File: src/rtl/wsc_pkg.sv
`timescale 1ns / 1ps
// ----------------------------------------------------------------------------
// wsc_pkg
// Shared types, constants and tables for the weather safety check.
// ----------------------------------------------------------------------------
package wsc_pkg;

    localparam int CORDIC_STEPS = 24;
    localparam int CW           = 34;
    localparam int PW           = 2 * CW;
    localparam int SQ_STEPS     = 31;

    localparam logic [4:0] CORDIC_LAST = 5'(CORDIC_STEPS - 1);
    localparam logic [4:0] SQ_LAST     = 5'(SQ_STEPS - 1);

    localparam logic signed [CW-1:0] ANG_HALF_PI = CW'(421657428);
    localparam logic signed [CW-1:0] ANG_PI      = CW'(843314857);
    localparam logic signed [CW-1:0] ANG_TWO_PI  = CW'(1686629713);
    localparam logic signed [CW-1:0] CORDIC_K    = CW'(652032874);
    localparam logic signed [CW-1:0] EARTH_R     = CW'(225699331);
    localparam logic [30:0]          ONE_Q30     = 31'(1073741824);
    localparam logic [16:0]          PROB_ONE    = 17'(65536);

    localparam logic [2:0] REG_CENTER_LAT = 3'd0;
    localparam logic [2:0] REG_CENTER_LON = 3'd1;
    localparam logic [2:0] REG_LAT_STEP   = 3'd2;
    localparam logic [2:0] REG_LON_STEP   = 3'd3;
    localparam logic [2:0] REG_DANGER_THR = 3'd4;
    localparam logic [2:0] REG_SAFETY_THR = 3'd5;

    typedef enum logic [4:0] {
        OP_NONE, OP_LATCH, OP_ANG_MUL, OP_ANG_WR, OP_ROT_INIT, OP_ROT_STEP,
        OP_MUL_SS, OP_WR_HLAT, OP_WR_HLON, OP_WR_C1, OP_MUL_CC, OP_WR_CC,
        OP_MUL_CH, OP_WR_A, OP_SQ_INIT, OP_SQ_STEP, OP_SQ_DONE, OP_VEC_STEP,
        OP_DIST_MUL, OP_DIST_CMP, OP_CLOSE
    } op_t;

    typedef struct packed {
        op_t        op;
        logic [1:0] sel;
        logic [4:0] step;
    } cmd_t;

    typedef struct packed {
        logic need_test;
        logic out_free;
    } sts_t;

    typedef struct packed {
        logic signed [31:0] center_lat;
        logic signed [31:0] center_lon;
        logic signed [31:0] lat_step;
        logic signed [31:0] lon_step;
        logic [16:0]        danger_thr;
        logic [16:0]        safety_thr;
    } cfg_t;

    function automatic logic signed [CW-1:0] atan_q28(input logic [4:0] i);
        logic signed [CW-1:0] r;
        case (i)
            5'd0:    r = CW'(210828714);
            5'd1:    r = CW'(124459457);
            5'd2:    r = CW'(65760959);
            5'd3:    r = CW'(33381290);
            5'd4:    r = CW'(16755422);
            5'd5:    r = CW'(8385879);
            5'd6:    r = CW'(4193963);
            5'd7:    r = CW'(2097109);
            5'd8:    r = CW'(1048571);
            5'd9:    r = CW'(524287);
            5'd10:   r = CW'(262144);
            5'd11:   r = CW'(131072);
            5'd12:   r = CW'(65536);
            5'd13:   r = CW'(32768);
            5'd14:   r = CW'(16384);
            5'd15:   r = CW'(8192);
            5'd16:   r = CW'(4096);
            5'd17:   r = CW'(2048);
            5'd18:   r = CW'(1024);
            5'd19:   r = CW'(512);
            5'd20:   r = CW'(256);
            5'd21:   r = CW'(128);
            5'd22:   r = CW'(64);
            5'd23:   r = CW'(32);
            5'd24:   r = CW'(16);
            5'd25:   r = CW'(8);
            5'd26:   r = CW'(4);
            5'd27:   r = CW'(2);
            5'd28:   r = CW'(1);
            default: r = '0;
        endcase
        return r;
    endfunction

endpackage

File: src/rtl/wsc_ctrl.sv
`timescale 1ns / 1ps
// ----------------------------------------------------------------------------
// wsc_ctrl
// Sequencer: steps the datapath through angle mapping, CORDIC, square root
// and the distance compare for one item.
// ----------------------------------------------------------------------------
module wsc_ctrl
    import wsc_pkg::*;
(
    input  logic clk,
    input  logic rst_n,
    input  logic in_valid,
    output logic in_ready,
    input  sts_t sts,
    output cmd_t cmd
);

    typedef enum logic [3:0] {
        S_IDLE, S_CHECK, S_ANG_MUL, S_ANG_WR, S_ROT_INIT, S_ROT_STEP, S_POST,
        S_SQ_INIT, S_SQ_STEP, S_SQ_DONE, S_VEC_STEP, S_DIST_MUL, S_DIST_CMP,
        S_CLOSE
    } state_t;

    state_t     state_reg;
    logic [1:0] idx_reg;
    logic [1:0] post_reg;
    logic [4:0] cnt_reg;
    logic       post_last;

    always_comb
    begin
        case (idx_reg)
            2'd2:    post_last = (post_reg == 2'd0);
            2'd3:    post_last = (post_reg == 2'd3);
            default: post_last = (post_reg == 2'd1);
        endcase
    end

    always_comb
    begin
        cmd.op   = OP_NONE;
        cmd.sel  = idx_reg;
        cmd.step = cnt_reg;
        case (state_reg)
            S_IDLE:     cmd.op = in_valid ? OP_LATCH : OP_NONE;
            S_ANG_MUL:  cmd.op = OP_ANG_MUL;
            S_ANG_WR:   cmd.op = OP_ANG_WR;
            S_ROT_INIT: cmd.op = OP_ROT_INIT;
            S_ROT_STEP: cmd.op = OP_ROT_STEP;
            S_POST:
            begin
                case (idx_reg)
                    2'd0:    cmd.op = (post_reg == 2'd0) ? OP_MUL_SS : OP_WR_HLAT;
                    2'd1:    cmd.op = (post_reg == 2'd0) ? OP_MUL_SS : OP_WR_HLON;
                    2'd2:    cmd.op = OP_WR_C1;
                    default:
                    begin
                        case (post_reg)
                            2'd0:    cmd.op = OP_MUL_CC;
                            2'd1:    cmd.op = OP_WR_CC;
                            2'd2:    cmd.op = OP_MUL_CH;
                            default: cmd.op = OP_WR_A;
                        endcase
                    end
                endcase
            end
            S_SQ_INIT:  cmd.op = OP_SQ_INIT;
            S_SQ_STEP:  cmd.op = OP_SQ_STEP;
            S_SQ_DONE:  cmd.op = OP_SQ_DONE;
            S_VEC_STEP: cmd.op = OP_VEC_STEP;
            S_DIST_MUL: cmd.op = OP_DIST_MUL;
            S_DIST_CMP: cmd.op = OP_DIST_CMP;
            S_CLOSE:    cmd.op = sts.out_free ? OP_CLOSE : OP_NONE;
            default:    cmd.op = OP_NONE;
        endcase
    end

    assign in_ready = (state_reg == S_IDLE);

    always_ff @(posedge clk or negedge rst_n)
    begin
        if (!rst_n)
        begin
            state_reg <= S_IDLE;
            idx_reg   <= '0;
            post_reg  <= '0;
            cnt_reg   <= '0;
        end
        else
        begin
            case (state_reg)
                S_IDLE:
                begin
                    if (in_valid)
                        state_reg <= S_CHECK;
                end
                S_CHECK:
                begin
                    idx_reg   <= '0;
                    state_reg <= sts.need_test ? S_ANG_MUL : S_CLOSE;
                end
                S_ANG_MUL:  state_reg <= S_ANG_WR;
                S_ANG_WR:
                begin
                    idx_reg   <= idx_reg + 2'd1;
                    state_reg <= (idx_reg == 2'd3) ? S_ROT_INIT : S_ANG_MUL;
                end
                S_ROT_INIT:
                begin
                    cnt_reg   <= '0;
                    state_reg <= S_ROT_STEP;
                end
                S_ROT_STEP:
                begin
                    cnt_reg  <= cnt_reg + 5'd1;
                    post_reg <= '0;
                    if (cnt_reg == CORDIC_LAST)
                        state_reg <= S_POST;
                end
                S_POST:
                begin
                    post_reg <= post_reg + 2'd1;
                    if (post_last)
                    begin
                        idx_reg   <= idx_reg + 2'd1;
                        state_reg <= (idx_reg == 2'd3) ? S_SQ_INIT : S_ROT_INIT;
                    end
                end
                S_SQ_INIT:
                begin
                    cnt_reg   <= '0;
                    state_reg <= S_SQ_STEP;
                end
                S_SQ_STEP:
                begin
                    cnt_reg <= cnt_reg + 5'd1;
                    if (cnt_reg == SQ_LAST)
                        state_reg <= S_SQ_DONE;
                end
                S_SQ_DONE:
                begin
                    cnt_reg <= '0;
                    if (idx_reg == 2'd0)
                    begin
                        idx_reg   <= 2'd1;
                        state_reg <= S_SQ_INIT;
                    end
                    else
                        state_reg <= S_VEC_STEP;
                end
                S_VEC_STEP:
                begin
                    cnt_reg <= cnt_reg + 5'd1;
                    if (cnt_reg == CORDIC_LAST)
                        state_reg <= S_DIST_MUL;
                end
                S_DIST_MUL: state_reg <= S_DIST_CMP;
                S_DIST_CMP: state_reg <= S_CLOSE;
                S_CLOSE:
                begin
                    if (sts.out_free)
                        state_reg <= S_IDLE;
                end
                default:    state_reg <= S_IDLE;
            endcase
        end
    end

endmodule

File: config.mk
export PLATFORM = sky130hd
export DESIGN_NAME = wsc_ctrl
export DESIGN_NICKNAME = d
export VERILOG_FILES = /design/src/rtl/wsc_pkg.sv /design/src/rtl/wsc_ctrl.sv
export SDC_FILE = /design/constraint.sdc
export NUM_CORES = 1
export LEC_CHECK = 0
export BUFFER_PORTS_ARGS = -buffer_cell sky130_fd_sc_hd__buf_2
export CAP_MARGIN = 0
export CORE_ASPECT_RATIO = 1.1
export CORE_MARGIN = 2
export CORE_UTILIZATION = 45
export DETAILED_ROUTE_END_ITERATION = 10
export PLACE_DENSITY = 0.72
export SETUP_SLACK_MARGIN = 0.3
export SYNTH_ARGS = -nofsm -noshare
export SYNTH_HDL_FRONTEND = slang
export SYNTH_SLANG_ARGS = --single-unit
File: constraint.sdc
create_clock -name clk -period 2.9 [get_ports clk]
set_input_delay 0.145 -clock clk [delete_from_list [all_inputs] [get_ports clk]]
set_output_delay 0.145 -clock clk [all_outputs]
set_load 0.005 [all_outputs]
# Yosys cells after proc, flatten, opt, wreduce, memory -nomap -nowiden
# Index checks and enable logic that the tools add are counted.
dict set report classes {
  add_sub_neg 3
  n_eq_ne 28
  mux 24
  n_reduce_logical 10
}
# cell n
set ops {}
lappend ops {{5-bit one-hot mux with 13 select lines} 1}
lappend ops {{4-bit one-hot mux with 14 select lines} 1}
lappend ops {{4-bit 2-to-1 mux} 9}
lappend ops {{4-bit == test, second input constant} 6}
lappend ops {{4-bit by 3-bit == test with 1-bit output, second input constant} 4}
lappend ops {{2-bit inequality test, second input constant} 7}
lappend ops {{4-bit one-hot mux with 3 select lines} 1}
lappend ops {{5-bit == test, second input constant} 2}
lappend ops {{5-bit one-hot mux with 2 select lines} 1}
lappend ops {{3-bit one-hot mux with 3 select lines} 1}
lappend ops {{2-bit == test, second input constant} 4}
lappend ops {{4-bit by 2-bit == test with 1-bit output, second input constant} 2}
lappend ops {{2-bit one-hot mux with 4 select lines} 1}
lappend ops {{2-bit 2-to-1 mux} 3}
lappend ops {{6-bit AND reduction} 1}
lappend ops {{3-bit OR reduction} 2}
lappend ops {{5-bit by 1-bit adder with 5-bit output, second input constant} 1}
lappend ops {{5-bit 2-to-1 mux} 1}
lappend ops {{2-bit by 1-bit adder with 2-bit output, second input constant} 2}
lappend ops {{2-bit by 1-bit == test with 1-bit output, second input constant} 2}
lappend ops {{4-bit by 1-bit == test with 1-bit output, second input constant} 1}
lappend ops {{2-bit zero test} 2}
lappend ops {{4-bit zero test} 1}
lappend ops {{2-bit one-hot mux with 2 select lines} 1}
lappend ops {{6 further kinds} 8}
dict set report word_totals {
  regBits 13
  out_inout_bits 13
  wordCells 69
}

# Depth between registers and ports, before layout
# Gate-level depths: netlist of run 1.
dict set report depth {
  depth_word 4
  depth_mapped 6
  depth_no_buf 6
}

# Worst setup path before layout of run 1
# Ideal clock, no wire load.
dict set report synth_timing {
  kind {register -> register}
  start {reg idx_reg[1]}
  end {reg state_reg[3]}
  setup_ns 0.125
  arrival_time_ns 1.788
  path_slack_ns 0.987
  path_stages_with_launch 7
  synth_period_minus_slack_ns 1.913
  cell_sequence {dfrtp_1 ha_1 buf_4 nor3b_2 nor4_4 nor4_4 mux2_4}
}
dict set report synth_between {
  elab_chain_len 4
  word_cells_on_any_way 8
}
# element line_no
set synth_rtl {}
lappend synth_rtl {{from (decl)} wsc_ctrl.sv:25} ;# logic [1:0] idx_reg;
lappend synth_rtl {{from (signal assigned)} wsc_ctrl.sv:105} ;# idx_reg <= idx_reg + 2'd1;
lappend synth_rtl {{from (signal assigned)} wsc_ctrl.sv:125} ;# idx_reg <= idx_reg + 2'd1;
lappend synth_rtl {{2-bit == test} wsc_ctrl.sv:32} ;# case (idx_reg)
lappend synth_rtl {{1-bit one-hot mux with 2 select lines} wsc_ctrl.sv:32}
lappend synth_rtl {{2-bit inequality test (no line)} -}
lappend synth_rtl {{6-bit AND reduction (no line)} -}
lappend synth_rtl {{to (signal assigned)} wsc_ctrl.sv:100} ;# state_reg <= sts.need_test ? S_ANG_MUL : S_CLOSE;
lappend synth_rtl {{to (signal assigned)} wsc_ctrl.sv:106} ;# state_reg <= (idx_reg == 2'd3) ? S_ROT_INIT : S_ANG_MUL;
lappend synth_rtl {{to (signal assigned)} wsc_ctrl.sv:126} ;# state_reg <= (idx_reg == 2'd3) ? S_SQ_INIT : S_ROT_INIT;
lappend synth_rtl {{to (decl)} wsc_ctrl.sv:24} ;# state_t state_reg;
# Several ways; a longest one is shown, not always the timed one.
# A chain may end at the register's enable or synchronous reset.

==> results of run 1 <==
[metrics by stage]
stage,util (%),cells,power (mW)
after CTS,50.00,209,0.3182
after global placement,48.79,204,0.1940
final,50.00,209,0.3150
after detailed placement,48.79,204,0.1945
after global routing,50.00,209,0.3294
after floorplan,-,165,0.1864
[layout make-up]
type                            instances  area share [%]
Clock buffer                            4           1.754
Inverter                               12           3.008
Multi-Input combinational cell        126           63.32
Sequential cell                        13           21.72
Tap cell                               34           2.840
Timing Repair Buffer                   20           7.352
[cells in the mapped netlist, types with 3 or more instances]
cell and count:
a21oi_1 12, ha_1 12, o21ai_0 14, clkbuf_1 3, a22o_1 8, a211oi_1 6, nor2_1 9, buf_2 7
nor2b_1 3, nand3_1 4, inv_1 12, o21bai_1 3, nand2_1 5, nand2b_1 8, o22ai_1 3, dfrtp_1 13
[report_power, final]
part | switching (mW) | internal, mW | total [mW]
sequential | 0 | 0.181 | 0.181
clock | 0.0699 | 0.0536 | 0.124
combinational | 0.00665 | 0.00373 | 0.0104
[worst min-delay path by stage]
stage	from	to	depth (start not counted)
6_report	rst_n	state_reg[2]	2
5_1_grt	rst_n	idx_reg[1]	2
4_1_cts	rst_n	idx_reg[1]	2
3_5_place_dp	rst_n	idx_reg[1]	1
3_3_place_gp	rst_n	idx_reg[0]	1
2_1_floorplan	rst_n	cnt_reg[0]	0
[per-layer routing]
layer  GRT usage [%]  part of all wire, %  up-vias
li1                -                    -      637
met1           26.76                   45      642
met2           33.48                   49       26
met3           2.708                  3.0        7
met4           9.012                  2.3        0
met5               0                    0        -
[critical path, delay by kind of cell, from the launching register on]
| family | cells | cell delay [ns] |
|---|---|---|
| AO/OA/AOI/OAI | 2 | 0.54 |
| buffers and inverters | 2 | 0.56 |
| flip-flops | 1 | 0.65 |
| AND/OR/NAND/NOR | 1 | 0.12 |
[what timing repair did]
action | in CTS | in global routing
setup endpoints to repair | 0 | 0
hold buffers | 1 | 0
buffers inserted | 0 | 0
endpoints found under the hold margin | 13 | 0
[logic make-up after synthesis]
kind of cell	Yosys count	synth area share (%)
multiplexers	4	3.327
AND/OR/NAND/NOR	45	21.58
buffers and inverters	26	8.453
AO/OA/AOI/OAI	65	32.47
flip-flops	13	23.38
adder cells (fa/ha/maj)	12	10.79
[layout by cell type, fill, tap and decap left out, types with 4 or more instances in the layout]
| cell type | Yosys | final |
|---|---|---|
| buf_2 | 7 | 17 |
| nand2b_1 | 8 | 8 |
| nor2_1 | 9 | 9 |
| inv_1 | 12 | 12 |
| a22o_1 | 8 | 8 |
| dfrtp_1 | 13 | 13 |
| a211oi_1 | 6 | 6 |
| o21ai_0 | 14 | 14 |
| nand2_1 | 5 | 5 |
| a21oi_1 | 12 | 12 |
| ha_1 | 12 | 12 |
| nand3_1 | 4 | 4 |
==> results.toml, run 1 <==
[timing]
fin_crit_sh_pct = 79.90
fmax_mhz = 431.5
fin_setup_tns_ns = 0
drv_slew = 0
tightest_slew_ns = 0.7018
hold_viol = 0
rsz0062_at_grt = "false"
finalClockSkew_ns = 0.008615
finalSetupViolCount = 0
finalCriticalPeriod_ns = 2.317
fin_ws_ns = 0.5828
max_slew_margin_pct = 53.21
whs_ns = 0.2677

[clock_tree]
cts.sinks = 13
insertion_delay_ns = 0.29
cts_tree = "yes"
htreeDepth = 1
post_cts_resize_count = 0
cts-buffers-inserted = 3
path_clk_slew_ns = 0.09
cts_root_buf = "clkbuf_4"
clk_path_buf_depth = 2

[worst_setup_path]
max_stage_delay_ns = 0.65
cp-endpoint = "cmd[7]"
r2r_cells = 4
critPathRequiredTime_ns = 2.76
r2r_slack_ns = 0.78
path_cells = "inv_1, nand2_1, o311ai_0, a22o_1, buf_2"
reg2reg_from = "state_reg[2]"
crit-reg2reg-capture = "state_reg[3]"
slowest_stage = "dfrtp_1"
worst-path-max-fanout = 24
cp-startpoint = "state_reg[0]"
critPathCaptureType = "primary output"
worst-setup-path-type = "register to primary output"
start_kind = "register"
worstPathArrival_ns = 2.17

[floorplanning]
start_util_pct = 46.45
fp.coreArea_sq_um = 2995
dieArea_sq_um = 3553
ioPinCount = 18
die_w_microns = 57.02
num_rows = 21
die_h_microns = 62.32

[placed_design]
place_area_sq_um = 1461
gp_congestion = 0.8876
dp_hpwl_microns = 2467
io_buffers = 17
pre_cts_slack_ns = 0.8372

[yosys]
yosysTopAreaCell = "dfrtp_1"
synthFlopType = "dfrtp_1"
ys_types = 51
syn_inst = 165
synth_seq_cells = 13
syn_avg_cell_area_sq_um = 8.432
seq_area_frac_synth_pct = 23.38
async_flop_share_pct = 100.0
synth_area_sq_um = 1391
synth_edf_count = 0
yosysWarningCount = 0
yosys-top-cells-area = "dfrtp_1, ha_1, a22o_1"
syn_nets = 182
synth_top_area_share_pct = 23.38

[global_routing]
grt_usage_pct = 20.52
gr-total-overflow = 0
antenna_found_initial = 0
grt_max_degree = 25
grt_pass1_vias = 1278
grt_pass1_wl_microns = 5871

[cells_and_area]
nets = 193
nFillCells = 300
multi_input_area_sq_um = 948.4
layout-drive-gt1-share_pct = 17.71
final_area_sq_um = 1498
antenna_cells = 0
area_growth_pct = 7.644
largest_reg_flops = 5
regArea_sq_um = 325.3

[routing]
vias_per_cell = 6.278
finalWirelength_microns = 3348
wl_per_cell_microns = 16.02
drc = 0
routed-via-count = 1312
drtAntennaViolNets = 0
drtPass1Iterations = 4
drtIter0Drc = 44

[pwr]
power_density_nw_per_um2 = 210.3
ir_worst_vdd_mv = 0.1600
power.leakage_nw = 0.6703

[run]
cap_violations = 0

[status]
status = "completed"

[worst_hold_path]
hp-class = "input pin to async pin"
Note: power is estimated with default switching activity, not from simulation.
==> run 2, diff against run 1 <==
Settings changed: PLACE_DENSITY 0.72 to 0.74.
Clock period 2.9 ns to 1.9 ns, I/O delays scaled along.
==> results.toml, run 2 (synthesis results as in run 1) <==
[status]
status = "complete, but fails checks"
failed_checks = "negative setup slack"

[cells_and_area]
largest_reg_flops = 5
area_growth_pct = 41.46
layout-drive-gt1-share_pct = 47.78
nets = 221
antenna_cells = 0
mostFrequentLayoutCells = "buf_4, buf_2, o21ai_0"
nFillCells = 244
regArea_sq_um = 334.1
fin_util_pct = 65.71
final_common_cell = "buf_4"
multi_input_area_sq_um = 1165

[routing]
routed-via-count = 1455
vias_per_cell = 6.139
drc = 0
wl_per_cell_microns = 16.70
drtPass1Iterations = 4
drtAntennaViolNets = 0
drtIter0Drc = 61
finalWirelength_microns = 3957

[pwr]
power_density_nw_per_um2 = 243.1
pwr-share-seq_pct = 57.8
p_int_uw = 363.7
power.leakage_nw = 0.8234
combPwrFrac_pct = 3.3
p_clk_share_pct = 39.0
ir_worst_vdd_mv = 0.3093
p_total_uw = 478.5
swShare_pct = 23.98
p_sw_uw = 114.7

[floorplanning]
fp.coreArea_sq_um = 2995
ioPinCount = 18
die_h_microns = 62.32
num_rows = 21
die_w_microns = 57.02
start_util_pct = 46.45
dieArea_sq_um = 3553

[worst_setup_path]
start_kind = "register"
cp_num_buf_inv = 2
slowest_stage = "dfrtp_2"
worst-setup-path-type = "register to primary output"
worstPathArrival_ns = 1.82
max_stage_delay_ns = 0.44
critPathRequiredTime_ns = 1.80
r2r_cells = 6
reg2reg_from = "idx_reg[1]"
r2r_slack_ns = 0.02
crit-reg2reg-capture = "idx_reg[1]"
critPathCaptureType = "primary output"
path_cells = "ha_4, inv_2, or3_1, a221o_1, buf_2"
cpLargestDelayFamily = "flip-flops"
worst-path-max-fanout = 6

[clock_tree]
path_clk_slew_ns = 0.09
insertion_delay_ns = 0.29
cts_tree = "yes"
cts-buffers-inserted = 3
cts_root_buf = "clkbuf_4"
htreeDepth = 1
clk_path_buf_depth = 2
cts.sinks = 13

[timing]
max_slew_margin_pct = 77.43
whs_ns = 0.2278
rsz0062_at_grt = "true"
drv_slew = 0
tightest_slew_ns = 0.3386
hold_viol = 0
fmax_mhz = 523.3
finalClockSkew_ns = 0.007290
finalSetupViolCount = 1
fin_crit_sh_pct = 100.6
fin_ws_ns = -0.01098
finalCriticalPeriod_ns = 1.911

[global_routing]
antenna_found_initial = 0
grt_max_degree = 24
gr-total-overflow = 0
grt_usage_pct = 23.23
grt_pass1_wl_microns = 6582
grt_pass1_vias = 1441

[placed_design]
gp_congestion = 0.8307
dp_hpwl_microns = 2605
io_buffers = 17

[run]
cap_violations = 0

[worst_hold_path]
hp-class = "input pin to async pin"
## run 2: how the worst max path moves through the flow
| stage | slack, ns | endpoint | depth (start not counted) | from |
|---|---|---|---|---|
| 3_3_place_gp | 0.13 | cmd[9] | 5 | idx_reg[1] |
| 3_5_place_dp | 0.04 | cmd[10] | 7 | post_reg[0] |
| 4_1_cts | 0.02 | cmd[7] | 7 | post_reg[0] |
| 5_1_grt | -0.07 | cmd[9] | 5 | idx_reg[0] |
| 2_1_floorplan | 0.10 | state_reg[3] | 6 | idx_reg[1] |
| 6_report | -0.01 | cmd[9] | 5 | idx_reg[1] |
## run 2: per-stage QoR
step / std cells / TNS [ns] / area (sq um) / setup WS [ns]
floorplan: 165 / 0 / 1429 / 0.1013
global placement: 213 / 0 / 1563 / 0.1294
detailed placement: 213 / 0 / 1563 / 0.04042
CTS: 234 / 0 / 1815 / 0.02234
global route: 237 / -0.1428 / 1968 / -0.06664
finish: 237 / -0.01098 / 1968 / -0.01098
## run 2: what timing repair did
action	in CTS	in global routing
endpoints found under the setup margin	14	17
hold buffers	1	0
endpoints found under the hold margin	13	0
setup buffers	16	3
gates resized for setup	29	28
pin swaps	7	10
## run 2: worst register-to-register path, cell delays in order, from the launching register on
cell and delay, ns:
dfrtp_2 0.46, ha_4 0.22, buf_6 0.13, a22o_4 0.25
o21ba_4 0.21, a21oi_4 0.18, mux2_4 0.32
## run 2: layer usage
metal / wire length, microns / track usage [%] / vias to the layer above
met5: 0 / 0 / -
met4: 123 / 8.430 / 0
met3: 186 / 3.125 / 14
met2: 2030 / 39.51 / 53
met1: 1617 / 29.60 / 697
li1: - / - / 691
## run 2: power groups by stage
stage,combinational [mW],sequential (mW),clock (mW)
CTS,0.0165,0.276,0.188
floorplan,0.00252,0.282,0
global placement,0.0142,0.282,0
finish,0.0158,0.276,0.186
detailed placement,0.0147,0.282,0
global route,0.0186,0.276,0.203
## run 2: final cells by class
| type | instances | area share, % |
|---|---|---|
| repair buffers | 48 | 17.61 |
| inverters | 12 | 2.734 |
| flip-flops and latches | 13 | 16.97 |
| clock buffers | 4 | 1.335 |
| well taps | 34 | 2.161 |
| multi-input cells | 126 | 59.19 |
==> run 3, diff against run 2 <==
Settings changed: CORE_UTILIZATION 45 to 52, PLACE_DENSITY 0.74 to 0.83.
==> results.toml, run 3 (synthesis results as in run 1) <==
[status]
status = "complete, but fails checks"
failed_checks = "negative setup slack"

[worst_setup_path]
slowest_stage = "dfrtp_2"
worst-path-max-fanout = 4
cpLargestDelayFamily = "flip-flops"
worstPathArrival_ns = 1.87
critPathCaptureType = "primary output"
critPathRequiredTime_ns = 1.80
max_stage_delay_ns = 0.45
path_cells = "buf_6, ha_4, or3_1, a221o_1, buf_2"
start_kind = "register"
worst-setup-path-type = "register to primary output"
cp_num_buf_inv = 2

[clock_tree]
cts.sinks = 13
path_clk_slew_ns = 0.10
cts_root_buf = "clkbuf_4"
cts-buffers-inserted = 3
cts_tree = "yes"
htreeDepth = 1
clk_path_buf_depth = 2
insertion_delay_ns = 0.29

[timing]
hold_viol = 0
drv_slew = 0
tightest_slew_ns = 0.4653
fmax_mhz = 509.1
finalSetupViolCount = 3
max_slew_margin_pct = 68.70
fin_crit_sh_pct = 103.4
finalCriticalPeriod_ns = 1.964
finalClockSkew_ns = 0.01611
rsz0062_at_grt = "true"
fin_ws_ns = -0.06419

[run]
cap_violations = 0

[cells_and_area]
layout-drive-gt1-share_pct = 51.90
nets = 228
antenna_cells = 0
regArea_sq_um = 335.3
largest_reg_flops = 5
multi_input_area_sq_um = 1180
mostFrequentLayoutCells = "buf_4, buf_2, o21ai_0"
area_growth_pct = 46.04
final_common_cell = "buf_4"
nFillCells = 149
final_area_sq_um = 2032

[pwr]
swShare_pct = 24.27
pwr-share-seq_pct = 57.5
p_clk_share_pct = 38.9
p_int_uw = 363.8
ir_worst_vdd_mv = 0.4011
p_sw_uw = 116.6
power.leakage_nw = 0.8544
combPwrFrac_pct = 3.6
p_total_uw = 480.5
power_density_nw_per_um2 = 236.5

[floorplanning]
die_h_microns = 58.25
fp.coreArea_sq_um = 2520
start_util_pct = 55.21
dieArea_sq_um = 3106
ioPinCount = 18
num_rows = 19
die_w_microns = 53.32

[routing]
routed-via-count = 1576
finalWirelength_microns = 4788
drtPass1Iterations = 4
drtIter0Drc = 95
vias_per_cell = 6.539
drc = 0
drtAntennaViolNets = 0
wl_per_cell_microns = 19.87

[placed_design]
place_area_sq_um = 1597
dp_hpwl_microns = 2716
gp_congestion = 0.8695
io_buffers = 17

[worst_hold_path]
hp-class = "input pin to async pin"

[global_routing]
grt_pass1_vias = 1489
grt_pass1_wl_microns = 7031
antenna_found_initial = 0
grt_usage_pct = 30.62
gr-total-overflow = 0
grt_max_degree = 18
==> run 3: repair_timing <==
| item | 4_1_cts | 5_1_grt |
|---|---|---|
| hold endpoints to repair | 13 | 0 |
| gates cloned | 0 | 0 |
| hold buffers | 1 | 0 |
| setup endpoints to repair | 14 | 16 |
| buffers inserted | 13 | 8 |
| pin swaps | 15 | 13 |
| resized for setup | 43 | 19 |
==> run 3: worst register-to-register path, delay by kind of cell (launching register included) <==
family	cells	cell delay, ns
adder cells (fa/ha/maj)	1	0.17
flip-flops	1	0.44
buffers and inverters	2	0.28
AO/OA/AOI/OAI	1	0.24
AND/OR/NAND/NOR	2	0.44
multiplexers	1	0.21
==> run 3: layout make-up <==
type | instances | area share [%]
clock buffer | 4 | 1.293
inverter | 12 | 2.586
multi-input combinational | 126 | 58.07
tap | 31 | 1.909
timing repair buffer | 55 | 19.64
sequential | 13 | 16.50
==> run 3: worst paths after layout <==
path,startpoint,end,slack [ns],cells past startpoint
min,rst_n,idx_reg[1],0.22,2
max in group asynchronous,rst_n,state_reg[1],1.39,2
min reg2reg,cnt_reg[2],cnt_reg[2],0.59,1
max reg2reg,cnt_reg[0],state_reg[2],0.02,7
max,post_reg[1],cmd[9],-0.06,5
min in group clk,sts[0],state_reg[1],0.35,4
==> run 3: stage by stage <==
stage                     utilization (%)  setup slack, ns   TNS [ns]  hold WS (ns)  instances
after detailed placement            63.36        -0.003123  -0.003123      0.007372        215
after floorplan                         -           0.1013          0       -0.2006        165
final                               80.64         -0.06419    -0.1193        0.2191        241
after CTS                           75.52        -0.001924  -0.001924        0.2343        233
after global placement              63.36          0.08413          0      0.007180        215
after global routing                80.64          -0.1280    -0.3963        0.2616        241
==> run 3: power groups by stage <==
stage	Combinational (mW)	Sequential [mW]	Clock, mW
final	0.0174	0.276	0.187
after global routing	0.0194	0.276	0.202
after CTS	0.0168	0.276	0.182
after detailed placement	0.0146	0.282	0
after global placement	0.0141	0.282	0
after floorplan	0.00252	0.282	0
==> run 3: layer usage <==
layer	vias up	wire [microns]	global-route usage (%)
li1	704	-	-
met1	747	1896	37.75
met2	95	2318	52.20
met3	30	329	3.608
met4	0	244	14.29
met5	-	0	0
